--- config.mk ---
export PLATFORM = sky130hd
export DESIGN_NAME = range_filter_jump_reject_flat
export DESIGN_NICKNAME = d
export VERILOG_FILES = /design/src/rtl/rfjr_pkg.sv /design/src/rtl/rfjr_if.sv /design/src/rtl/rfjr_front.sv /design/src/rtl/rfjr_queue.sv /design/src/rtl/rfjr_back.sv /design/src/rtl/range_filter_jump_reject.sv /design/src/flat_wrapper.sv
export SDC_FILE = /design/constraint.sdc
export NUM_CORES = 1
export LEC_CHECK = 0
export BUFFER_PORTS_ARGS = -buffer_cell sky130_fd_sc_hd__buf_2
export CAP_MARGIN = 20
export CORE_MARGIN = 1
export CORE_UTILIZATION = 49
export CTS_CLUSTER_SIZE = 20
export DETAILED_ROUTE_END_ITERATION = 7
export PLACE_DENSITY = 0.61
export SYNTH_ARGS = -nofsm -noshare
export SYNTH_HDL_FRONTEND = slang
export SYNTH_SLANG_ARGS = --single-unit
--- constraint.sdc ---
create_clock -name clk_i -period 33.7 [get_ports clk_i]
set_clock_uncertainty 0.2 [all_clocks]
set_input_delay 3.37 -clock clk_i [delete_from_list [all_inputs] [get_ports clk_i]]
set_output_delay 3.37 -clock clk_i [all_outputs]
set_load 0.01 [all_outputs]
--- src/rtl/rfjr_pkg.sv ---
// Shared types and constants for the range filter with jump rejection.
package rfjr_pkg;

  localparam int unsigned DistW     = 16;
  localparam int unsigned JumpW     = 4;
  localparam int unsigned SilenceW  = 12;
  localparam int unsigned CfgIdxW   = 2;
  localparam int unsigned CfgDataW  = 16;

  // Default depth of the queue between the front and back parts
  localparam int unsigned QueueDepthDefault = 2;

  // Register reset values
  localparam logic [DistW-1:0]    JumpThresholdRst = 16'd300;
  localparam logic [JumpW-1:0]    JumpsToAcceptRst = 4'd3;
  localparam logic [DistW-1:0]    OorLevelRst      = 16'd8190;
  localparam logic [SilenceW-1:0] TimeoutTicksRst  = 12'd500;

  typedef enum logic [CfgIdxW-1:0] {
    CfgJumpThreshold = 2'd0,
    CfgJumpsToAccept = 2'd1,
    CfgOorLevel      = 2'd2,
    CfgTimeoutTicks  = 2'd3
  } cfg_idx_e;

  typedef struct packed {
    logic [DistW-1:0]    jump_threshold;
    logic [JumpW-1:0]    jumps_to_accept;
    logic [DistW-1:0]    oor_level;
    logic [SilenceW-1:0] timeout_ticks;
  } cfg_t;

  // Classified item as it travels from the front to the back part
  typedef struct packed {
    logic             is_tick;
    logic             oor;
    logic [DistW-1:0] reading;
  } item_t;

endpackage

--- src/rtl/rfjr_if.sv ---
// Handshake channels for input items and result items.
interface rfjr_in_if;
  logic        valid;
  logic        ready;
  logic        func;
  logic [15:0] reading;

  modport source (output valid, output func, output reading, input ready);
  modport sink   (input valid, input func, input reading, output ready);
endinterface

interface rfjr_out_if;
  logic        valid;
  logic        ready;
  logic [15:0] distance;
  logic        out_of_range;
  logic        jump_held;
  logic        reset_request;

  modport source (output valid, output distance, output out_of_range,
                  output jump_held, output reset_request, input ready);
  modport sink   (input valid, input distance, input out_of_range,
                  input jump_held, input reset_request, output ready);
endinterface

--- src/rtl/rfjr_front.sv ---
// Front part: accepts input transactions and classifies them for the back part.
module rfjr_front import rfjr_pkg::*; (
  rfjr_in_if.sink          in_if,
  input  logic [DistW-1:0] oor_level_i,
  output logic             push_valid_o,
  input  logic             push_ready_i,
  output item_t            push_item_o
);

  // Accept whenever the queue has room
  assign in_if.ready  = push_ready_i;
  assign push_valid_o = in_if.valid;

  // Tag ticks and out-of-range readings
  always_comb begin
    push_item_o.is_tick = in_if.func;
    push_item_o.reading = in_if.reading;
    push_item_o.oor     = !in_if.func && (in_if.reading >= oor_level_i);
  end

endmodule

--- src/rtl/rfjr_queue.sv ---
// Short queue of classified items between the front and back parts.
module rfjr_queue import rfjr_pkg::*; #(
  parameter int unsigned Depth = QueueDepthDefault
) (
  input  logic  clk_i,
  input  logic  rst_ni,
  input  logic  push_valid_i,
  output logic  push_ready_o,
  input  item_t push_item_i,
  output logic  pop_valid_o,
  input  logic  pop_ready_i,
  output item_t pop_item_o
);

  localparam int unsigned PtrW = (Depth > 1) ? $clog2(Depth) : 1;
  localparam int unsigned CntW = $clog2(Depth + 1);
  localparam logic [PtrW-1:0] LastPtr = PtrW'(Depth - 1);
  localparam logic [CntW-1:0] FullCnt = CntW'(Depth);

  item_t           store_q [Depth];
  logic [PtrW-1:0] wr_ptr_q, wr_ptr_d;
  logic [PtrW-1:0] rd_ptr_q, rd_ptr_d;
  logic [CntW-1:0] cnt_q, cnt_d;
  logic            push, pop;

  assign push_ready_o = (cnt_q != FullCnt);
  assign pop_valid_o  = (cnt_q != '0);
  assign pop_item_o   = store_q[rd_ptr_q];
  assign push         = push_valid_i && push_ready_o;
  assign pop          = pop_valid_o && pop_ready_i;

  // Advance pointers and fill count
  always_comb begin
    wr_ptr_d = wr_ptr_q;
    rd_ptr_d = rd_ptr_q;
    cnt_d    = cnt_q;
    if (push) begin
      wr_ptr_d = (wr_ptr_q == LastPtr) ? '0 : wr_ptr_q + PtrW'(1);
    end
    if (pop) begin
      rd_ptr_d = (rd_ptr_q == LastPtr) ? '0 : rd_ptr_q + PtrW'(1);
    end
    if (push && !pop) begin
      cnt_d = cnt_q + CntW'(1);
    end else if (pop && !push) begin
      cnt_d = cnt_q - CntW'(1);
    end
  end

  always_ff @(posedge clk_i or negedge rst_ni) begin
    if (!rst_ni) begin
      wr_ptr_q <= '0;
      rd_ptr_q <= '0;
      cnt_q    <= '0;
    end else begin
      wr_ptr_q <= wr_ptr_d;
      rd_ptr_q <= rd_ptr_d;
      cnt_q    <= cnt_d;
    end
  end

  // Write the entry storage
  always_ff @(posedge clk_i) begin
    if (push) begin
      store_q[wr_ptr_q] <= push_item_i;
    end
  end

endmodule

--- src/rtl/rfjr_back.sv ---
// Back part: filter state, jump rejection, silence timer and result register.
module rfjr_back import rfjr_pkg::*; (
  input  logic        clk_i,
  input  logic        rst_ni,
  input  cfg_t        cfg_i,
  input  logic        pop_valid_i,
  output logic        pop_ready_o,
  input  item_t       pop_item_i,
  rfjr_out_if.source  out_if
);

  // Divide by ten as multiply by ceil(2^23/10), exact for 20-bit sums
  localparam int unsigned SumW   = 20;
  localparam int unsigned Shift  = 23;
  localparam logic [SumW-1:0] Recip = SumW'(((1 << Shift) + 9) / 10);

  logic [DistW-1:0]    hist_q, hist_d;
  logic                primed_q, primed_d;
  logic [JumpW-1:0]    jcnt_q, jcnt_d;
  logic [DistW-1:0]    dist_q, dist_d;
  logic [SilenceW-1:0] silence_q, silence_d;

  logic                valid_q;
  logic [DistW-1:0]    res_dist_q;
  logic                res_oor_q, res_oor_d;
  logic                res_held_q, res_held_d;
  logic                res_req_q, res_req_d;

  logic                advance, take;
  logic [DistW-1:0]    hist_eff, rd, diff;
  logic [SumW-1:0]     sum;
  logic [2*SumW-1:0]   prod;
  logic [DistW-1:0]    blend;
  logic                normal;
  logic [JumpW-1:0]    jcnt_inc;
  logic [SilenceW-1:0] silence_inc;

  // Result register frees up when empty or being taken
  assign advance     = !valid_q || out_if.ready;
  assign pop_ready_o = advance;
  assign take        = advance && pop_valid_i;

  // Blend and jump arithmetic
  assign rd       = pop_item_i.reading;
  assign hist_eff = primed_q ? hist_q : rd;
  assign diff     = (rd > hist_eff) ? (rd - hist_eff) : (hist_eff - rd);
  assign sum      = (SumW'(hist_eff) * SumW'(3)) + (SumW'(rd) * SumW'(7));
  assign prod     = (2*SumW)'(sum) * (2*SumW)'(Recip);
  assign blend    = prod[Shift +: DistW];
  assign normal   = (diff < cfg_i.jump_threshold) || (hist_eff == '0) ||
                    (hist_eff >= cfg_i.oor_level);
  assign jcnt_inc = jcnt_q + JumpW'(1);
  assign silence_inc = (silence_q != '1) ? silence_q + SilenceW'(1) : silence_q;

  // Next state for one item
  always_comb begin
    hist_d     = hist_q;
    primed_d   = primed_q;
    jcnt_d     = jcnt_q;
    dist_d     = dist_q;
    silence_d  = silence_q;
    res_oor_d  = 1'b0;
    res_held_d = 1'b0;
    res_req_d  = 1'b0;
    if (pop_item_i.is_tick) begin
      silence_d = silence_inc;
      if (silence_inc > cfg_i.timeout_ticks) begin
        res_req_d = 1'b1;
        silence_d = '0;
      end
    end else begin
      silence_d = '0;
      if (pop_item_i.oor) begin
        dist_d    = cfg_i.oor_level;
        res_oor_d = 1'b1;
      end else begin
        primed_d = 1'b1;
        hist_d   = hist_eff;
        if (normal) begin
          dist_d = blend;
          hist_d = blend;
          jcnt_d = '0;
        end else if (jcnt_inc >= cfg_i.jumps_to_accept) begin
          dist_d = rd;
          hist_d = rd;
          jcnt_d = '0;
        end else begin
          jcnt_d     = jcnt_inc;
          res_held_d = 1'b1;
        end
      end
    end
  end

  // Hold filter state and result valid
  always_ff @(posedge clk_i or negedge rst_ni) begin
    if (!rst_ni) begin
      hist_q    <= '0;
      primed_q  <= 1'b0;
      jcnt_q    <= '0;
      dist_q    <= '0;
      silence_q <= '0;
      valid_q   <= 1'b0;
    end else begin
      if (take) begin
        hist_q    <= hist_d;
        primed_q  <= primed_d;
        jcnt_q    <= jcnt_d;
        dist_q    <= dist_d;
        silence_q <= silence_d;
      end
      if (advance) begin
        valid_q <= pop_valid_i;
      end
    end
  end

  // Load result payload
  always_ff @(posedge clk_i) begin
    if (take) begin
      res_dist_q <= dist_d;
      res_oor_q  <= res_oor_d;
      res_held_q <= res_held_d;
      res_req_q  <= res_req_d;
    end
  end

  assign out_if.valid         = valid_q;
  assign out_if.distance      = res_dist_q;
  assign out_if.out_of_range  = res_oor_q;
  assign out_if.jump_held     = res_held_q;
  assign out_if.reset_request = res_req_q;

endmodule

--- src/rtl/range_filter_jump_reject.sv ---
// Range filter with jump rejection and silence timeout: top level.
// Takes one transaction per clock cycle unless the output stalls,
// either a distance reading or a one-millisecond tick, and returns one
// result per transaction. Each transaction is registered in the queue
// behind the input classifier, then its result in the result register
// of the filter stage, whose state update (blend, divide by ten through
// a reciprocal multiply, jump compare) sets that rate.
// Input and output stall independently; the queue holds QueueDepth items.
// Write the registers only while no transaction is in flight.
module range_filter_jump_reject import rfjr_pkg::*; #(
  parameter int unsigned QueueDepth = QueueDepthDefault
) (
  input  logic                clk_i,
  input  logic                rst_ni,
  rfjr_in_if.sink             in_if,
  rfjr_out_if.source          out_if,
  input  logic                cfg_we_i,
  input  logic [CfgIdxW-1:0]  cfg_idx_i,
  input  logic [CfgDataW-1:0] cfg_data_i
);

  cfg_t  cfg_q;
  logic  push_valid, push_ready, pop_valid, pop_ready;
  item_t push_item, pop_item;

  // Write configuration registers
  always_ff @(posedge clk_i or negedge rst_ni) begin
    if (!rst_ni) begin
      cfg_q.jump_threshold  <= JumpThresholdRst;
      cfg_q.jumps_to_accept <= JumpsToAcceptRst;
      cfg_q.oor_level       <= OorLevelRst;
      cfg_q.timeout_ticks   <= TimeoutTicksRst;
    end else if (cfg_we_i) begin
      unique case (cfg_idx_e'(cfg_idx_i))
        CfgJumpThreshold: cfg_q.jump_threshold  <= cfg_data_i;
        CfgJumpsToAccept: cfg_q.jumps_to_accept <= cfg_data_i[JumpW-1:0];
        CfgOorLevel:      cfg_q.oor_level       <= cfg_data_i;
        CfgTimeoutTicks:  cfg_q.timeout_ticks   <= cfg_data_i[SilenceW-1:0];
      endcase
    end
  end

  rfjr_front u_front (
    .in_if        (in_if),
    .oor_level_i  (cfg_q.oor_level),
    .push_valid_o (push_valid),
    .push_ready_i (push_ready),
    .push_item_o  (push_item)
  );

  rfjr_queue #(
    .Depth (QueueDepth)
  ) u_queue (
    .clk_i        (clk_i),
    .rst_ni       (rst_ni),
    .push_valid_i (push_valid),
    .push_ready_o (push_ready),
    .push_item_i  (push_item),
    .pop_valid_o  (pop_valid),
    .pop_ready_i  (pop_ready),
    .pop_item_o   (pop_item)
  );

  rfjr_back u_back (
    .clk_i       (clk_i),
    .rst_ni      (rst_ni),
    .cfg_i       (cfg_q),
    .pop_valid_i (pop_valid),
    .pop_ready_o (pop_ready),
    .pop_item_i  (pop_item),
    .out_if      (out_if)
  );

endmodule

--- src/flat_wrapper.sv ---
// flat-port wrapper written by rule: the top's interface ports become plain ports
module range_filter_jump_reject_flat import rfjr_pkg::*;
#(
  parameter int unsigned QueueDepth = QueueDepthDefault
)
  (clk_i, rst_ni, cfg_we_i, cfg_idx_i, cfg_data_i, in_if_valid, in_if_func, in_if_reading, in_if_ready, out_if_valid, out_if_distance, out_if_out_of_range, out_if_jump_held, out_if_reset_request, out_if_ready);
  rfjr_in_if in_if_i ();
  rfjr_out_if out_if_i ();
  input  logic clk_i;
  input  logic rst_ni;
  input  logic cfg_we_i;
  input  logic [CfgIdxW-1:0] cfg_idx_i;
  input  logic [CfgDataW-1:0] cfg_data_i;
  input wire logic [$bits(in_if_i.valid)-1:0] in_if_valid;
  input wire logic [$bits(in_if_i.func)-1:0] in_if_func;
  input wire logic [$bits(in_if_i.reading)-1:0] in_if_reading;
  output wire logic [$bits(in_if_i.ready)-1:0] in_if_ready;
  output wire logic [$bits(out_if_i.valid)-1:0] out_if_valid;
  output wire logic [$bits(out_if_i.distance)-1:0] out_if_distance;
  output wire logic [$bits(out_if_i.out_of_range)-1:0] out_if_out_of_range;
  output wire logic [$bits(out_if_i.jump_held)-1:0] out_if_jump_held;
  output wire logic [$bits(out_if_i.reset_request)-1:0] out_if_reset_request;
  input wire logic [$bits(out_if_i.ready)-1:0] out_if_ready;
  assign in_if_i.valid = in_if_valid;
  assign in_if_i.func = in_if_func;
  assign in_if_i.reading = in_if_reading;
  assign in_if_ready = in_if_i.ready;
  assign out_if_valid = out_if_i.valid;
  assign out_if_distance = out_if_i.distance;
  assign out_if_out_of_range = out_if_i.out_of_range;
  assign out_if_jump_held = out_if_i.jump_held;
  assign out_if_reset_request = out_if_i.reset_request;
  assign out_if_i.ready = out_if_ready;
  range_filter_jump_reject #(.QueueDepth(QueueDepth)) u_core (.clk_i(clk_i), .rst_ni(rst_ni), .in_if(in_if_i), .out_if(out_if_i), .cfg_we_i(cfg_we_i), .cfg_idx_i(cfg_idx_i), .cfg_data_i(cfg_data_i));
endmodule
==> metrics.txt <==
# TYPE chip_impl_metric gauge
chip_impl_metric{name="min_path_cells",unit=""} 1
chip_impl_metric{name="max_slew_margin",unit="%"} 23.28
chip_impl_metric{name="h_tree_depth",unit=""} 4
chip_impl_info{name="yosys.cell_count.top_type",value="sky130_fd_sc_hd__inv_1"} 1
chip_impl_metric{name="port_buffers",unit=""} 60
chip_impl_metric{name="grt.total_usage",unit="%"} 27.14
chip_impl_metric{name="cts_hold_repair.buffers",unit=""} 0
chip_impl_info{name="startpoint_type",value="flop"} 1
chip_impl_metric{name="post_layout_utilization_of_the_core",unit="%"} 53.70
chip_impl_metric{name="die-width",unit="um"} 200.6
chip_impl_metric{name="critPathRequiredTime",unit="ps"} 33740
chip_impl_metric{name="drv_cap",unit=""} 0
chip_impl_metric{name="synthDistinctLibCells",unit=""} 75
chip_impl_metric{name="worstPathMaxFanout",unit=""} 21
chip_impl_metric{name="synth-edff-count",unit=""} 55
chip_impl_metric{name="globalplace.congestion",unit=""} 0.9589
chip_impl_metric{name="cts_repair_resize_count",unit=""} 0
chip_impl_metric{name="layout-drive-gt1-share",unit="%"} 10.50
chip_impl_metric{name="ff2ff_path_depth",unit=""} 39
chip_impl_metric{name="ys_warn_count",unit=""} 0
chip_impl_info{name="worstSetupPathType",value="reg2reg"} 1
chip_impl_metric{name="upper_clock_frequency_limit",unit="MHz"} 77.90
chip_impl_metric{name="placedCellCount",unit=""} 2524
chip_impl_metric{name="die_h",unit="um"} 200.6
chip_impl_metric{name="final_period_minus_worst_setup_slack",unit="ps"} 12840
chip_impl_metric{name="detail_route.wirelength",unit="mm"} 52.25
chip_impl_metric{name="initial_antenna_violation_count",unit=""} 0
chip_impl_metric{name="effective_utilization_at_floorplan",unit="%"} 49.91
chip_impl_metric{name="cts_num_sinks",unit=""} 157
chip_impl_metric{name="mappedNetlistArea",unit="um^2"} 19330
chip_impl_metric{name="clkTransAtPathRegs",unit="ps"} 70
chip_impl_info{name="critical_register_to_register_path_endpoint",value="u_core.u_back.out_if.distance[10]$_DFFE_PP_"} 1
chip_impl_info{name="reg2reg_from",value="u_core.u_queue.rd_ptr_q$_DFFE_PN0P_"} 1
chip_impl_metric{name="timing.final.setup_violations",unit=""} 0
chip_impl_metric{name="die-area",unit="um^2"} 40250
chip_impl_metric{name="place_hpwl",unit="mm"} 43.54
chip_impl_info{name="yosys_most_used_dff",value="sky130_fd_sc_hd__dfrtp_1"} 1
chip_impl_metric{name="grt_remaining_overflow",unit=""} 0
chip_impl_metric{name="antenna_cells_inserted",unit=""} 0
chip_impl_metric{name="detail_route.vias_per_cell",unit=""} 5.562
chip_impl_info{name="hold_crit_endpoint",value="u_core.u_back.hist_q[7]$_DFFE_PN0P_"} 1
chip_impl_metric{name="async_reset_ff_share",unit="%"} 64.97
chip_impl_metric{name="synth_top_area_share",unit="%"} 20.26
chip_impl_metric{name="ant_nets",unit=""} 0
chip_impl_info{name="cts.root.buffer_cell",value="sky130_fd_sc_hd__clkbuf_16"} 1
chip_impl_metric{name="postSynthCellCount",unit=""} 1980
chip_impl_info{name="outcome",value="completed"} 1
chip_impl_metric{name="post_cts.repair.setup_buffers",unit=""} 0
chip_impl_metric{name="synth_seq_area_share",unit="%"} 21.90
chip_impl_metric{name="ios",unit=""} 61
chip_impl_metric{name="timing.critical_path.arrival",unit="ps"} 12870
chip_impl_metric{name="timing.critical_path.slowest_cell_delay",unit="ps"} 970
chip_impl_metric{name="detailedRoute.firstIterationViolations",unit=""} 823
chip_impl_metric{name="worst-slew-pin-transition",unit="ps"} 1119
chip_impl_metric{name="grt_first_pass_wirelength",unit="mm"} 83.68
chip_impl_metric{name="drc_errors",unit=""} 0
chip_impl_info{name="critical_path.slowest_cell",value="sky130_fd_sc_hd__mux2i_1"} 1
chip_impl_metric{name="final_hold_slack",unit="ps"} 284.5
chip_impl_info{name="worstHoldPathType",value="reg2reg"} 1
chip_impl_metric{name="routed_wire_length_per_instance",unit="um"} 20.44
chip_impl_metric{name="core.rowCount",unit=""} 72
chip_impl_metric{name="clk-insertion-delay-late",unit="ps"} 440
chip_impl_info{name="synth.top_cells.by_area",value="sky130_fd_sc_hd__ha_1 (20%), sky130_fd_sc_hd__fa_1 (19%), sky130_fd_sc_hd__dfrtp_1 (10%), sky130_fd_sc_hd__edfxtp_1 (8.5%), sky130_fd_sc_hd__inv_1 (7.7%)"} 1
chip_impl_metric{name="route.vias.total",unit=""} 14220
chip_impl_metric{name="final.period_utilization",unit="%"} 38.09
chip_impl_info{name="tritoncts",value="yes"} 1
chip_impl_metric{name="syn_avg_cell_area",unit="um^2"} 9.764
chip_impl_metric{name="yosys_register_bits",unit=""} 157
chip_impl_info{name="synth_commonest_cells",value="sky130_fd_sc_hd__inv_1 (398), sky130_fd_sc_hd__ha_1 (313), sky130_fd_sc_hd__fa_1 (185), sky130_fd_sc_hd__nand2_1 (127), sky130_fd_sc_hd__o21ai_0 (95)"} 1
chip_impl_metric{name="hold_violations",unit=""} 0
chip_impl_metric{name="core",unit="um^2"} 38740
chip_impl_info{name="rsz_0062_raised_after_global_routing",value="no"} 1
chip_impl_info{name="hold_start",value="u_core.u_back.hist_q[7]$_DFFE_PN0P_"} 1
chip_impl_metric{name="flow.area_growth_from_synthesis",unit="%"} 7.598
chip_impl_metric{name="via_count_of_the_first_global_routing_pass",unit=""} 14780
chip_impl_metric{name="finalNonFillerCells",unit=""} 2556
chip_impl_info{name="worstSetupEndpointType",value="flop"} 1
chip_impl_metric{name="max_slew_vio_count",unit=""} 0
chip_impl_metric{name="total_clock_buffers_created_by_cts",unit=""} 17
chip_impl_metric{name="rrSetupSlack",unit="ps"} 20860
chip_impl_info{name="critical-path-top-cell-by-count",value="sky130_fd_sc_hd__inv_1"} 1
chip_impl_info{name="synth_top_area_cell",value="sky130_fd_sc_hd__ha_1"} 1
chip_impl_metric{name="largest_net_degree_at_the_start_of_global_routing",unit=""} 70
chip_impl_metric{name="detailedRoute.firstPassIterationCount",unit=""} 5
chip_impl_metric{name="setup_tns",unit="ps"} 0
chip_impl_metric{name="finish.net_count",unit=""} 2563
chip_impl_metric{name="synth_nets",unit=""} 2518
chip_impl_metric{name="max-clock-path-buffers",unit=""} 2
## layer usage
layer | share of wire [%] | GRT usage (%) | vias up
li1 | - | - | 6766
met1 | 43 | 35.06 | 6915
met2 | 48 | 45.90 | 427
met3 | 4.3 | 3.182 | 108
met4 | 4.6 | 11.89 | 0
met5 | 0 | 0 | -
## stage by stage
stage	setup WS [ps]	instance area, um^2
CTS	20940	20800
global placement	20970	20190
floorplan	23080	19330
detailed placement	21030	20190
finish	20860	20800
global route	20170	20800
## layout by cell type (no fill, tap or decap), types with 55 or more instances in the layout
cell type	n
sky130_fd_sc_hd__dfrtp_1	78
sky130_fd_sc_hd__edfxtp_1	55
sky130_fd_sc_hd__fa_1	185
sky130_fd_sc_hd__ha_1	313
sky130_fd_sc_hd__inv_1	398
sky130_fd_sc_hd__nand2_1	127
sky130_fd_sc_hd__a21oi_1	65
sky130_fd_sc_hd__nor2_1	80
sky130_fd_sc_hd__buf_2	59
sky130_fd_sc_hd__o21ai_0	95
## cells by family after synthesis
family | after synthesis | share of synthesized area, %
flip-flops | 157 | 21.90
AND/OR/NAND/NOR | 353 | 8.640
multiplexers | 84 | 5.320
XOR/XNOR | 69 | 3.126
buffers and inverters | 456 | 9.067
AO/OA/AOI/OAI | 363 | 12.53
adder cells (fa/ha/maj) | 498 | 39.41
## worst max-delay path: cells and delay by family (launching register included)
kind	cells	cell delay [ps]
buf+inv	8	1310
xor+xnor	1	500
flops	1	320
simple gates	5	610
compound gates	12	3660
mux	2	1420
fa+ha+maj	11	4570
## how the worst max path moves through the flow
stage	startpoint	cells past startpoint	slack, ps	to
2_1_floorplan	u_core.u_queue.rd_ptr_q$_DFFE_PN0P_	37	23080	u_core.u_back.out_if.distance[15]$_DFFE_PP_
3_3_place_gp	u_core.u_queue.rd_ptr_q$_DFFE_PN0P_	39	20970	u_core.u_back.out_if.distance[10]$_DFFE_PP_
3_5_place_dp	u_core.u_queue.rd_ptr_q$_DFFE_PN0P_	39	21030	u_core.u_back.out_if.distance[15]$_DFFE_PP_
4_1_cts	u_core.u_queue.rd_ptr_q$_DFFE_PN0P_	39	20940	u_core.u_back.out_if.distance[10]$_DFFE_PP_
5_1_grt	u_core.u_queue.rd_ptr_q$_DFFE_PN0P_	39	20170	u_core.u_back.out_if.distance[10]$_DFFE_PP_
6_report	u_core.u_queue.rd_ptr_q$_DFFE_PN0P_	39	20860	u_core.u_back.out_if.distance[10]$_DFFE_PP_
## cell type report
| class | count | area (um^2) |
|---|---|---|
| Tap cell | 518 | 648.1 |
| Sequential cell | 157 | 4234 |
| Timing Repair Buffer | 76 | 422.9 |
| Inverter | 406 | 1524 |
| Multi-Input combinational cell | 1367 | 13360 |
| Fill cell | 3548 | 17940 |
| Clock inverter | 15 | 185.2 |
| Clock buffer | 17 | 425.4 |
## registers in the layout (all words and copies together) (netlist names)
signal and cells:
u_core.cfg_q 48, u_core.u_back.dist_q 16, u_core.u_back.hist_q 16, u_core.u_back.jcnt_q 4, u_core.u_back.out_if.distance 16, u_core.u_back.out_if.jump_held 1
u_core.u_back.out_if.out_of_range 1, u_core.u_back.out_if.reset_request 1, u_core.u_back.out_if.valid 1, u_core.u_back.primed_q 1, u_core.u_back.silence_q 12, u_core.u_queue.cnt_q 2
u_core.u_queue.rd_ptr_q 1, u_core.u_queue.store_q 36, u_core.u_queue.wr_ptr_q 1
Power is not shown: default switching activity piles up to over one toggle a cycle in this logic, so the estimate is an artifact.
